**src/rtl/pea_pkg.sv**
```systemverilog
// ----------------------------------------------------------------------------
// pea_pkg
// Shared widths, constants, command codes and the exp2 root table for the
// participation entropy accumulator.
// ----------------------------------------------------------------------------
package pea_pkg;

  localparam int AMP_W    = 24;
  localparam int P_W      = 2 * AMP_W - 1;
  localparam int P_FRAC   = 2 * (AMP_W - 1);
  localparam int PSHIFT   = P_FRAC - 32;
  localparam int LFRAC    = 24;
  localparam int NORM_W   = 48;
  localparam int EXP_W    = 6;
  localparam int L_W      = EXP_W + LFRAC;
  localparam int PSUM_W   = 48;
  localparam int ESUM_W   = 40;
  localparam int ENT_W    = 24;
  localparam int TALLY_W  = 13;
  localparam int Q_W      = 16;
  localparam int MAX_VECTORS = 4096;
  localparam int TERM_W   = 39;
  localparam int ENTQ_W   = 34;
  localparam int T_W      = 34;
  localparam int TINT_W   = T_W - LFRAC;
  localparam int R_W      = 33;
  localparam int V_W      = 31;
  localparam int CNT_W    = 5;
  localparam int DIV_NW   = 41;
  localparam int DIV_DW   = 16;
  localparam int DIV_CW   = $clog2(DIV_NW + 1);

  localparam logic [Q_W-1:0]    Q_ONE    = 16'd4096;
  localparam logic [31:0]       LN2_Q32  = 32'd2977044472;
  localparam logic [L_W-1:0]    NL_BASE  = L_W'(P_FRAC * (2 ** LFRAC));
  localparam logic [L_W-1:0]    LN_BASE  = L_W'(32 * (2 ** LFRAC));
  localparam logic [ENT_W-1:0]  ENT_MAX  = '1;
  localparam logic [PSUM_W-1:0] PSUM_MAX = '1;
  localparam logic [ESUM_W-1:0] ESUM_MAX = '1;

  // Datapath commands
  localparam logic [4:0] OP_NONE       = 5'd0;
  localparam logic [4:0] OP_LOAD       = 5'd1;
  localparam logic [4:0] OP_NORM_P     = 5'd2;
  localparam logic [4:0] OP_NORM_S     = 5'd3;
  localparam logic [4:0] OP_SHIFT      = 5'd4;
  localparam logic [4:0] OP_LOG_INIT   = 5'd5;
  localparam logic [4:0] OP_LOG_STEP   = 5'd6;
  localparam logic [4:0] OP_LN_P       = 5'd7;
  localparam logic [4:0] OP_LN_S       = 5'd8;
  localparam logic [4:0] OP_QMUL       = 5'd9;
  localparam logic [4:0] OP_SHAN       = 5'd10;
  localparam logic [4:0] OP_EXP_STEP   = 5'd11;
  localparam logic [4:0] OP_EXP_FIN    = 5'd12;
  localparam logic [4:0] OP_ACC        = 5'd13;
  localparam logic [4:0] OP_ENT_SIMPLE = 5'd14;
  localparam logic [4:0] OP_DIV_ENT    = 5'd15;
  localparam logic [4:0] OP_ENT_ZERO   = 5'd16;
  localparam logic [4:0] OP_ENT_TAKE   = 5'd17;
  localparam logic [4:0] OP_VEC_DONE   = 5'd18;
  localparam logic [4:0] OP_MEAN_START = 5'd19;
  localparam logic [4:0] OP_EMIT       = 5'd20;

  typedef struct packed {
    logic [4:0] op;
  } cmd_t;

  typedef struct packed {
    logic p_zero;
    logic norm_done;
    logic log_last;
    logic exp_last;
    logic div_busy;
    logic q_one;
    logic s_zero;
    logic sign_ok;
    logic vec_end;
    logic band_end;
    logic out_free;
  } status_t;

  typedef logic [31:0] rom_t [0:LFRAC];

  function automatic logic [63:0] isqrt64(input logic [63:0] x);
    logic [63:0] v;
    logic [63:0] r;
    logic [63:0] b;
    v = x;
    r = '0;
    b = 64'h4000_0000_0000_0000;
    for (int i = 0; i < 32; i++) begin
      if (v >= r + b) begin
        v = v - (r + b);
        r = (r >> 1) + b;
      end else begin
        r = r >> 1;
      end
      b = b >> 2;
    end
    return r;
  endfunction

  // Entry k holds 2^(-2^-k) in Q0.32
  function automatic rom_t build_exp_rom();
    rom_t rom;
    rom[0] = 32'h8000_0000;
    for (int k = 1; k <= LFRAC; k++) begin
      rom[k] = 32'(isqrt64({rom[k-1], 32'h0}));
    end
    return rom;
  endfunction

  localparam rom_t EXP_ROM = build_exp_rom();

endpackage

```
**src/rtl/pea_ctrl.sv**
```systemverilog
// ----------------------------------------------------------------------------
// pea_ctrl
// Sequencer: steps the datapath through log2, exp2, entropy and mean.
// ----------------------------------------------------------------------------
module pea_ctrl (
  input  logic             clk_i,
  input  logic             rst_ni,
  input  logic             in_valid_i,
  output logic             in_ready_o,
  input  pea_pkg::status_t status_i,
  output pea_pkg::cmd_t    cmd_o
);

  localparam logic [4:0] S_IDLE   = 5'd0;
  localparam logic [4:0] S_PCHK   = 5'd1;
  localparam logic [4:0] S_NORM   = 5'd2;
  localparam logic [4:0] S_LOG    = 5'd3;
  localparam logic [4:0] S_LN     = 5'd4;
  localparam logic [4:0] S_QMUL   = 5'd5;
  localparam logic [4:0] S_SHAN   = 5'd6;
  localparam logic [4:0] S_EXP    = 5'd7;
  localparam logic [4:0] S_EXPF   = 5'd8;
  localparam logic [4:0] S_ACC    = 5'd9;
  localparam logic [4:0] S_VEC    = 5'd10;
  localparam logic [4:0] S_DIVE   = 5'd11;
  localparam logic [4:0] S_DIVW   = 5'd12;
  localparam logic [4:0] S_VDONE  = 5'd13;
  localparam logic [4:0] S_MSTART = 5'd14;
  localparam logic [4:0] S_MWAIT  = 5'd15;
  localparam logic [4:0] S_EMIT   = 5'd16;

  logic [4:0] state_q, state_d;
  logic       phase_q, phase_d;   // 0: component power, 1: vector sum

  always_comb begin
    state_d    = state_q;
    phase_d    = phase_q;
    cmd_o.op   = pea_pkg::OP_NONE;
    in_ready_o = 1'b0;
    case (state_q)
      S_IDLE: begin
        in_ready_o = 1'b1;
        if (in_valid_i) begin
          cmd_o.op = pea_pkg::OP_LOAD;
          state_d  = S_PCHK;
        end
      end
      S_PCHK: begin
        if (status_i.p_zero) begin
          state_d = status_i.vec_end ? S_VEC : S_IDLE;
        end else begin
          cmd_o.op = pea_pkg::OP_NORM_P;
          phase_d  = 1'b0;
          state_d  = S_NORM;
        end
      end
      S_NORM: begin
        if (status_i.norm_done) begin
          cmd_o.op = pea_pkg::OP_LOG_INIT;
          state_d  = S_LOG;
        end else begin
          cmd_o.op = pea_pkg::OP_SHIFT;
        end
      end
      S_LOG: begin
        cmd_o.op = pea_pkg::OP_LOG_STEP;
        if (status_i.log_last) begin
          state_d = (!phase_q && !status_i.q_one) ? S_QMUL : S_LN;
        end
      end
      S_LN: begin
        cmd_o.op = phase_q ? pea_pkg::OP_LN_S : pea_pkg::OP_LN_P;
        state_d  = phase_q ? S_DIVE : S_SHAN;
      end
      S_SHAN: begin
        cmd_o.op = pea_pkg::OP_SHAN;
        state_d  = S_ACC;
      end
      S_QMUL: begin
        cmd_o.op = pea_pkg::OP_QMUL;
        state_d  = S_EXP;
      end
      S_EXP: begin
        cmd_o.op = pea_pkg::OP_EXP_STEP;
        if (status_i.exp_last) begin
          state_d = S_EXPF;
        end
      end
      S_EXPF: begin
        cmd_o.op = pea_pkg::OP_EXP_FIN;
        state_d  = S_ACC;
      end
      S_ACC: begin
        cmd_o.op = pea_pkg::OP_ACC;
        state_d  = status_i.vec_end ? S_VEC : S_IDLE;
      end
      S_VEC: begin
        if (status_i.q_one || status_i.s_zero) begin
          cmd_o.op = pea_pkg::OP_ENT_SIMPLE;
          state_d  = S_VDONE;
        end else begin
          cmd_o.op = pea_pkg::OP_NORM_S;
          phase_d  = 1'b1;
          state_d  = S_NORM;
        end
      end
      S_DIVE: begin
        if (status_i.sign_ok) begin
          cmd_o.op = pea_pkg::OP_DIV_ENT;
          state_d  = S_DIVW;
        end else begin
          cmd_o.op = pea_pkg::OP_ENT_ZERO;
          state_d  = S_VDONE;
        end
      end
      S_DIVW: begin
        if (!status_i.div_busy) begin
          cmd_o.op = pea_pkg::OP_ENT_TAKE;
          state_d  = S_VDONE;
        end
      end
      S_VDONE: begin
        cmd_o.op = pea_pkg::OP_VEC_DONE;
        state_d  = status_i.band_end ? S_MSTART : S_IDLE;
      end
      S_MSTART: begin
        cmd_o.op = pea_pkg::OP_MEAN_START;
        state_d  = S_MWAIT;
      end
      S_MWAIT: begin
        if (!status_i.div_busy) begin
          state_d = S_EMIT;
        end
      end
      S_EMIT: begin
        if (status_i.out_free) begin
          cmd_o.op = pea_pkg::OP_EMIT;
          state_d  = S_IDLE;
        end
      end
      default: begin
        state_d = S_IDLE;
      end
    endcase
  end

  always_ff @(posedge clk_i or negedge rst_ni) begin
    if (!rst_ni) begin
      state_q <= S_IDLE;
      phase_q <= 1'b0;
    end else begin
      state_q <= state_d;
      phase_q <= phase_d;
    end
  end

endmodule

```
**config.mk**
```make
export PLATFORM = sky130hd
export DESIGN_NAME = pea_ctrl
export DESIGN_NICKNAME = d
export VERILOG_FILES = /design/src/rtl/pea_pkg.sv /design/src/rtl/pea_ctrl.sv
export SDC_FILE = /design/constraint.sdc
export NUM_CORES = 1
export LEC_CHECK = 0
export ABC_AREA = 1
export BUFFER_PORTS_ARGS = -buffer_cell sky130_fd_sc_hd__buf_2
export CAP_MARGIN = 20
export CORE_UTILIZATION = 52
export DETAILED_ROUTE_END_ITERATION = 8
export PLACE_DENSITY = 0.78
export REMOVE_ABC_BUFFERS = 1
export SLEW_MARGIN = 25
export SYNTH_ARGS = -nofsm -noshare
export SYNTH_HDL_FRONTEND = slang
export SYNTH_SLANG_ARGS = --single-unit
```
**constraint.sdc**
```tcl
create_clock -name clk_i -period 1.9 [get_ports clk_i]
set_clock_uncertainty 0.05 [all_clocks]
set_input_delay 0.285 -clock clk_i [delete_from_list [all_inputs] [get_ports clk_i]]
set_output_delay 0.285 -clock clk_i [all_outputs]
set_load 0.02 [all_outputs]
```
==> summary.txt, run 1 <==
Outcome: finished, final reports clean
All-Layer GR Usage: 29.63%
Distinct cells, synth: 20
CTS Sinks: 6
CP endpoint kind: output pin
Crit path DAT: 1.54 ns
Highest clock rate: 0.5331 GHz
GPL Wtd Cong: 0.9609
Via density per instance: 5.625
Clock power share: 6.1%
Crit path max fanout: 8
Total gr overflow: 0
Lkg Pwr: 0.0006858 uW
Combinational Power Share: 77.5%
Peak VDD IR: 1.020 mV
Initial Util: 55.83%
Cells after Synth: 152
Reg clk slew, reported paths: 0.04 ns
Mapped cell area: 850.8 um2
Util after Layout: 75.37%
WL/cell: 13.60 um
Internal power: 813.2 uW
H-tree Lvls: 1
Post-Place Cells: 185
Synth Warn #: 0
Die area: 1802 um2
Max Cap Violations: 0
Filler instances: 123
# IOs: 20
Initial antenna violation count: 0
Number of max-slew violations in the final report: 0
Initial detailed-routing violation count: 52
Clk root buf: clkbuf_4
Sw Pwr: 990.8 uW
Vias in the first global route: 976
Worst-Skew Late Latency: 0.24 ns
Via count: 1125
Power density cells: 1571 nW/um2
Hold Crit Class: primary input to flop
# setup viols final: 0
Tot Pwr: 1804 uW
Post-DP HPWL: 1960 um
Worst slew pin tran: 0.2357 ns
Largest net degree at the start of global routing: 9
Max-Slew Margin vs Limit: 84.29%
Fin cells: 200
DRT Wirelength: 2719 um
FF+latch count, synth: 6
Die X: 42.45 um
Seq/Total Area, Yosys: 17.65%
Flop pwr share: 16.4%
Site row count: 14
Die Ht: 42.45 um
Total Nets Final: 200
Fin crit period: 1.876 ns
Remaining routing DRC violations: 0
Share of cells above drive strength 1: 39.67%
Drt pass-1 iters: 4
Kind of critical path: flop to output pin
Fin crit share: 98.72%
Critical path launch point type: flop
Avg Inst Size Synth: 5.597 um2
Max Root-Sink Buffers: 2
Final hold viol count: 0
TritonCTS clock tree: done
Switch share: 54.92%
WP data required: 1.56 ns
CTS Buf Count: 3
Core area: 1524 um2
Layout area overhead: 35.00%
First-pass GRT wire length: 4105 um
ANT cells: 0
Post-route ant nets: 0
# port buffers: 19
==> routing by layer <==
layer | vias to the layer above | GRT usage, % | wire length, um
li1 | 549 | - | -
met1 | 501 | 37.93 | 1115
met2 | 62 | 46.77 | 1298
met3 | 13 | 5.172 | 192
met4 | 0 | 16.25 | 112
met5 | - | 0 | 0
==> registers in the layout, indices dropped and copies added (netlist names) <==
signal and cells:
phase_q 1, state_q 5
==> critical path, stage by stage (launching register included) <==
cell and delay, ns:
dfrtp_2 0.49, nor2_4 0.20, nand3_1 0.13, nor2_2 0.16, inv_1 0.06, o2111ai_1 0.09
buf_4 0.17
==> cells in the final DEF, fill, tap and decap left out, drive strengths merged <==
cell type,instances
clkbuf,3
o211ai,1
nand3,16
nor3,1
dlygate4sd3,1
nand4,7
a21oi,3
o21ai,4
buf,30
inv,25
nor2,30
o2111ai,1
nand3b,1
dfrtp,6
nand2,55
==> what timing repair did <==
action | CTS | global route
setup buffers | 4 | 7
hold buffers | 1 | 0
endpoints found under the setup margin | 5 | 5
pin swaps | 2 | 5
resized for setup | 4 | 26
endpoints found under the hold margin | 6 | 0
==> cells in the mapped netlist <==
library cell | count | area, um2
nand3b_1 | 1 | 7.510
o21ai_0 | 3 | 15.01
nand4_1 | 7 | 43.79
inv_2 | 6 | 22.52
o21ai_2 | 1 | 8.760
buf_4 | 1 | 7.510
nor3_1 | 1 | 5.000
o211ai_1 | 1 | 7.510
nor2_2 | 5 | 31.28
nor2_4 | 4 | 45.04
inv_1 | 19 | 71.32
buf_6 | 1 | 11.26
dfrtp_1 | 6 | 150.1
o2111ai_1 | 1 | 8.760
nand2_2 | 4 | 25.02
nand3_1 | 11 | 55.05
nand3_2 | 5 | 50.05
nand2_1 | 51 | 191.4
nor2_1 | 21 | 78.83
a21oi_1 | 3 | 15.01
==> through the flow <==
step	instance area, um2	worst slack, ns	TNS [ns]	hold WS (ns)
final	1149	0.02435	0	0.3066
after global routing	1149	-0.09015	-0.2110	0.3343
after CTS	1016	0.004946	0	0.2993
after detailed placement	947.2	0.1455	0	0.05936
after global placement	947.2	0.1894	0	0.05878
after floorplan	832.0	0.3480	0	-0.06059
==> power by group through the flow <==
stage | Clock (uW) | Sequential, uW | Combinational, uW
2_1_floorplan | 0 | 269 | 802
3_5_place_dp | 0 | 283 | 1070
4_1_cts | 115 | 288 | 1110
3_3_place_gp | 0 | 279 | 1070
6_report | 109 | 296 | 1400
5_1_grt | 121 | 307 | 1510
==> kinds of logic (layout without fill, tap and decap cells) <==
group / after synthesis / count (layout) / share of synthesized area [%]
compound gates: 9 / 9 / 6.470
buf+inv: 27 / 59 / 13.24
flops: 6 / 6 / 17.65
simple gates: 110 / 110 / 62.65
==> area by class of cell <==
class                           instances  area (um2)  area share (%)
Inverter                               25       96.34           8.388
Multi-Input combinational cell        119       645.6           56.21
Sequential cell                         6       156.4           13.62
Clock buffer                            3       22.52           1.961
Timing Repair Buffer                   31       207.7           18.08
Tap cell                               16       20.02           1.743
==> worst paths after layout <==
path	from	endpoint	slack [ns]	cells past startpoint
hold reg to reg	state_q[2]	state_q[2]	0.54	2
setup reg to reg	state_q[1]	state_q[3]	0.37	9
min in group asynchronous	rst_ni	phase_q	0.35	2
hold / removal	status_i[6]	state_q[3]	0.31	3
setup / recovery	state_q[1]	cmd_o[4]	0.02	6
max in group asynchronous	rst_ni	state_q[0]	1.29	2
(Power assumes the default switching activity.)
==> run 2, diff against run 1 <==
ABC_AREA = default   (was 1)
==> run 2 against run 1 <==
  * The flow now finishes with violations (setup timing)
  * Non-clock buffer count grew 16
  * Global-route usage increased by 7.8 points
  * Sequential share of layout area shrank 2.0 points
  * Combinational power increased by 69%
  * Wire length rose by 38%
  * Worst setup slack worse by 0.15 ns
==> summary.txt, run 2 <==
Outcome: finished, violations left
Failing checks: setup timing
Post-synth EDFFs: 0
Compound-gate portion of the synthesized area: 37.37%
CTS Sinks: 6
Fin crit share: 106.8%
Yosys top cell area share: 17.73%
GPL Wtd Cong: 0.9917
Setup slack, reg-to-reg: -0.02 ns
Leading cell type in the layout, fill and taps excluded: buf_4
# port buffers: 19
Via count: 1289
Adder-cell area share of the yosys netlist: 0%
Post-route ant nets: 0
Post-Place Cells: 160
Final hold viol count: 0
# IOs: 20
Synth Warn #: 0
Tot Pwr: 2756 uW
Crit path DAT: 1.69 ns
WL/cell: 21.34 um
Cells after Synth: 121
Top-count cell post-synth: nor2_1
Max Cap Violations: 0
Die area: 1794 um2
Post-DP HPWL: 2117 um
Met2 routed WL: 1774 um
ANT cells: 0
Peak VDD IR: 1.552 mV
Largest net degree at the start of global routing: 22
Fin crit period: 2.029 ns
FF+latch count, synth: 6
Lkg Pwr: 0.0005879 uW
Core area: 1506 um2
M1 WL: 1279 um
Area leader, netlist: dfrtp_1
Clk root buf: clkbuf_4
Mapped cell area: 847.1 um2
Initial detailed-routing violation count: 113
Avg Inst Size Synth: 7.001 um2
Critical path launch point type: flop
Util after Layout: 88.29%
Asr flop ratio synth: 100.0%
CTS Buf Count: 3
All-Layer GR Usage: 37.38%
Post-synthesis xor/xnor area fraction: 0%
Via density per instance: 7.324
Ys flop type: dfrtp_1
# setup viols final: 5
Remaining routing DRC violations: 0
Initial Util: 56.23%
Power density cells: 2072 nW/um2
H-tree Lvls: 1
Max reg flops: 5
First-pass GRT wire length: 5037 um
Top flop regs: state_q x5, phase_q x1
RSZ-0062 raised after global routing: yes
Crit path max fanout: 4
Total gr overflow: 0
Share of cells above drive strength 1: 53.75%
Fin cells: 176
Reg clk slew, reported paths: 0.05 ns
Site row count: 14
Kind of critical path: flop to output pin
Mux contribution to synthesized area: 5.465%
Filler instances: 75
Setup TNS: -0.4117 ns
TritonCTS clock tree: done
Max Root-Sink Buffers: 2
Synth cell count leaders: nor2_1 (17), nand2_1 (10), buf_2 (9), o21ai_0 (7)
Initial antenna violation count: 0
Top layer reached by signal wires: met4
Highest-count cells in the layout ignoring fill and taps: buf_4 (23), buf_2 (14), nor2_1 (13), nand2_1 (8), buf_6 (6)
Synth area leaders: dfrtp_1 (18%), nor2_1 (7.5%), buf_2 (5.3%)
Crit Reg-Reg Startpoint: state_q[0]
Layout area overhead: 57.02%
Max-Slew Margin vs Limit: 76.37%
Total Nets Final: 176
CP endpoint kind: output pin
Worst-Skew Late Latency: 0.26 ns
Synth Area in Simple Gates: 31.02%
Post-place setup slack: -0.001364 ns
Die X: 42.36 um
DR WL met3: 447 um
Drt pass-1 iters: 5
Vias in the first global route: 1093
Combinational family with the most area after synthesis: compound AO/OA/AOI/OAI gates
WP data required: 1.56 ns
Register with the most flip-flops: state_q
Number of max-slew violations in the final report: 0
Worst r2r path cells: 6
Highest clock rate: 0.4928 GHz
Distinct cells, synth: 42
Seq/Total Area, Yosys: 17.73%
Die Ht: 42.36 um
Final setup margin: -0.1294 ns
DRT Wirelength: 3755 um
Worst r2r dst: state_q[1]
Hold Crit Class: primary input to async pin
Worst slew pin tran: 0.3455 ns
==> run 2: cell families (layout without fill, tap and decap cells) <==
group	Yosys count	count (layout)
buffers and inverters	16	55
multiplexers	4	4
AO/OA/AOI/OAI	41	41
AND/OR/NAND/NOR	54	54
flip-flops	6	6
==> run 2: final cells by class <==
cell class                      count  area, um2  share of cell area (%)
Timing Repair Buffer               47      357.8                   26.90
Tap cell                           16      20.02                   1.505
Inverter                            5      23.77                   1.787
Sequential cell                     6      155.1                   11.67
Multi-Input combinational cell     99      750.7                   56.44
Clock buffer                        3      22.52                   1.693
==> run 2: power by group <==
| group | leakage, uW | switching (uW) | internal [uW] |
|---|---|---|---|
| registers | 0.0000668 | 74.4 | 193 |
| clock network | 0.0000138 | 54.3 | 72.0 |
| logic | 0.000507 | 1290 | 1080 |
==> run 2: layer usage <==
layer / up-vias / GRT usage, %
met5: - / 0
li1: 536 / -
met4: 0 / 21.25
met2: 143 / 59.69
met3: 43 / 5.603
met1: 567 / 47.59
==> run 2: worst max path at each step <==
stage / startpoint / end / slack, ns / cells past startpoint
after detailed placement: state_q[1] / cmd_o[4] / -0.001 / 4
final: state_q[1] / cmd_o[2] / -0.13 / 5
after CTS: state_q[1] / cmd_o[4] / -0.08 / 4
after floorplan: state_q[1] / cmd_o[2] / -0.29 / 3
after global routing: state_q[3] / cmd_o[0] / -0.16 / 6
after global placement: state_q[2] / state_q[0] / 0.05 / 5
==> run 2: worst max-delay path, cell delays in order, from the launching register on <==
cell      delay [ns]
dfrtp_2         0.45
buf_6           0.14
inv_4           0.06
mux2_4          0.31
o311ai_2        0.27
buf_4           0.20
==> run 2: through the flow <==
step                cell area, um2  hold slack, ns
CTS                           1191          0.3341
global route                  1330          0.3360
finish                        1330          0.3339
detailed placement            1022         0.06263
floorplan                    794.5        -0.06059
global placement              1022         0.06161
==> run 2: what timing repair did <==
item / CTS / global route
resized for setup: 30 / 28
endpoints found under the hold margin: 6 / 0
endpoints found under the setup margin: 6 / 10
hold buffers: 1 / 0
setup buffers: 7 / 5
pin swaps: 5 / 8
cloned: 0 / 0
==> run 3, diff against run 2 <==
CORE_UTILIZATION = 47   (was 52)
clock period = 1.8 ns   (was 1.9 ns; I/O delays follow)
==> run 3 against run 2 <==
  * Synthesized cell count unchanged
  * The flow now stops in 5_1_grt
  * Area after synthesis unchanged
==> summary.txt, run 3 <==
Outcome: did not finish
Fail Step: 5_1_grt
Error: [ERROR DPL-0033] detailed placement checks failed during check placement.
Worst endpoint, post-GRT repair: cmd_o[4]
WEP type: output port
Die X: 44.46 um
Synth area leaders: dfrtp_1 (18%), nor2_1 (7.5%), buf_2 (5.3%)
Placed standard-cell area: 1097 um2
Initial antenna violation count: 0
GPL Wtd Cong: 0.9784
Clk root buf: clkbuf_4
CTS Sinks: 6
Synth Warn #: 0
# port buffers: 19
Post-DP HPWL: 2085 um
Avg Inst Size Synth: 7.001 um2
Seq/Total Area, Yosys: 17.73%
Asr flop ratio synth: 100.0%
Area leader, netlist: dfrtp_1
Mapped cell area: 847.1 um2
CTS Buf Count: 3
Cells after Synth: 121
Ys flop type: dfrtp_1
H-tree Lvls: 1
Max Root-Sink Buffers: 2
Distinct cells, synth: 42
Site row count: 14
Post-synth EDFFs: 0
# IOs: 20
Initial Util: 53.14%
Synth cell count leaders: nor2_1 (17), nand2_1 (10), buf_2 (9), o21ai_0 (7)
Largest net degree at the start of global routing: 22
Yosys top cell area share: 17.73%
Top-count cell post-synth: nor2_1
FF+latch count, synth: 6
Die Ht: 44.46 um
==> run 3: kinds of logic after synthesis <==
group | after synthesis | synth area share [%]
buffers and inverters | 16 | 8.419
muxes | 4 | 5.465
and+or+nand+nor | 54 | 31.02
DFF | 6 | 17.72
AOI/OAI and AO/OA | 41 | 37.37
==> run 3: repair_timing <==
action,4_1_cts
setup buffers,11
cloned,1
hold buffers,1
pin swaps,8
endpoints found under the setup margin,8
gates resized for setup,42
hold endpoints to repair,6
==> run 3: stage by stage <==
step                utilization, %  worst slack, ns  cells  setup TNS (ns)  hold slack (ns)
detailed placement           68.84         -0.07345    175         -0.1165          0.04464
floorplan                        -          -0.3797    110          -1.444         -0.07559
CTS                          84.77          -0.1508    191         -0.5039           0.3386
global placement             68.84         -0.03766    175        -0.03766          0.04574
==> run 4, diff against run 3 <==
CORE_AREA = 2 2 63 65   (was default)
CORE_UTILIZATION = default   (was 47)
DIE_AREA = 0 0 65 67   (was default)
PLACE_DENSITY = default   (was 0.78)
PLACE_DENSITY_LB_ADDON = 0.15   (was default)
clock period = 2.3 ns   (was 1.8 ns; I/O delays follow)
==> run 4 against run 3 <==
  * The run now ends clean
==> summary.txt, run 4 (synthesis gave the netlist of run 2 again) <==
Lkg Pwr: 0.0004450 uW
Final instance area: 1062 um2
Number of max-slew violations in the final report: 0
WL/cell: 15.65 um
Critical path launch point type: flop
Kind of critical path: flop to output pin
Setup slack, reg-to-reg: 0.34 ns
Util after Layout: 29.46%
Via count: 1031
Top flop regs: state_q x5, phase_q x1
Power density cells: 1584 nW/um2
Max-Slew Margin vs Limit: 75.04%
Fin crit period: 2.194 ns
Die area: 4355 um2
Layout area overhead: 25.41%
ANT cells: 0
WP data required: 1.90 ns
All-Layer GR Usage: 14.28%
Drt pass-1 iters: 4
Setup TNS: 0 ns
Worst r2r path cells: 5
Setup Fix Bufs, Post-CTS: 0
Post-DP HPWL: 2313 um
Worst r2r dst: state_q[1]
Total Nets Final: 157
Peak VDD IR: 0.4660 mV
Register with the most flip-flops: state_q
Area of the multi-input gates: 625.6 um2
Largest net degree at the start of global routing: 19
Placed standard-cell area: 1010 um2
Share of cells above drive strength 1: 27.66%
Initial antenna violation count: 0
Die X: 65 um
CTS Buf Count: 3
Crit-path cells: or2_2, or4_1, o311ai_0, buf_2
RSZ-0062 raised after global routing: no
Max Root-Sink Buffers: 2
Final setup margin: 0.1057 ns
Initial Util: 23.49%
Total gr overflow: 0
TritonCTS clock tree: done
# IOs: 20
Crit path DAT: 1.80 ns
Outcome: finished, final reports clean
H-tree Lvls: 1
Max Cap Violations: 0
Clk root buf: clkbuf_8
DRT Wirelength: 2957 um
Highest clock rate: 0.4557 GHz
Max reg flops: 5
CP endpoint kind: output pin
GPL Wtd Cong: 0.8316
# setup viols final: 0
# port buffers: 19
Crit path max fanout: 7
Highest-count cells in the layout ignoring fill and taps: buf_2 (19), nor2_1 (17), nand2_1 (10), buf_4 (8), o21ai_0 (7)
Post-route ant nets: 0
Post-place setup slack: 0.3237 ns
Site row count: 22
Remaining routing DRC violations: 0
Die Ht: 67 um
Via density per instance: 5.455
Crit Reg-Reg Startpoint: state_q[1]
Hold slack: 0.4335 ns
Leading cell type in the layout, fill and taps excluded: buf_2
CTS Sinks: 6
Max stage delay cell, worst path: or4_1
Core area: 3606 um2
Worst-Skew Late Latency: 0.22 ns
First-pass GRT wire length: 4830 um
Initial detailed-routing violation count: 64
Fin crit share: 95.40%
Vias in the first global route: 1006
Sequential cell area: 151.4 um2
Final hold viol count: 0
Filler instances: 402
Crit-path max cell delay: 0.47 ns
Hold Crit Class: primary input to async pin
Worst slew pin tran: 0.3650 ns
Reg clk slew, reported paths: 0.04 ns
run 4: worst max path at each step:
stage	startpoint	end	slack (ns)
after floorplan	state_q[1]	cmd_o[2]	0.05
after global placement	state_q[1]	state_q[1]	0.32
after detailed placement	state_q[0]	cmd_o[4]	0.32
after CTS	state_q[0]	cmd_o[4]	0.08
after global routing	state_q[0]	cmd_o[4]	0.01
final	state_q[0]	cmd_o[4]	0.11
run 4: cell type report:
type | count | area share, %
Inverter | 5 | 1.767
Timing Repair Buffer | 28 | 15.55
Sequential cell | 6 | 14.25
Tap cell | 48 | 5.654
Clock buffer | 3 | 3.887
Multi-Input combinational cell | 99 | 58.89
run 4: power breakdown:
group          internal [uW]  switching, uW  total [uW]
registers                156           84.1         240
clock network            112           42.6         155
logic                    527            761        1290
total                    795            888        1680
run 4: routing by layer:
| metal | share of wire, % | GRT usage (%) | vias up |
|---|---|---|---|
| li1 | - | - | 508 |
| met1 | 46 | 18.97 | 493 |
| met2 | 48 | 24.48 | 30 |
| met3 | 6.2 | 2.196 | 0 |
| met4 | 0 | 2.660 | 0 |
| met5 | 0 | 0 | - |
run 4: worst max-delay path, delay by kind of cell (launching register included):
kind | cells | cell delay, ns
AND/OR/NAND/NOR | 2 | 0.81
flip-flops | 1 | 0.44
buffers and inverters | 1 | 0.22
AO/OA/AOI/OAI | 1 | 0.10
run 4: per-stage QoR:
stage	cells	total power (uW)
final	189	1682
after global routing	189	1819
after CTS	189	1678
after detailed placement	185	1517
after global placement	185	1527
after floorplan	110	1083
run 4: timing repair:
| action | CTS | global route |
|---|---|---|
| endpoints found under the setup margin | 0 | 1 |
| hold buffers | 1 | 0 |
| resized for setup | 0 | 1 |
| hold endpoints to repair | 6 | 0 |
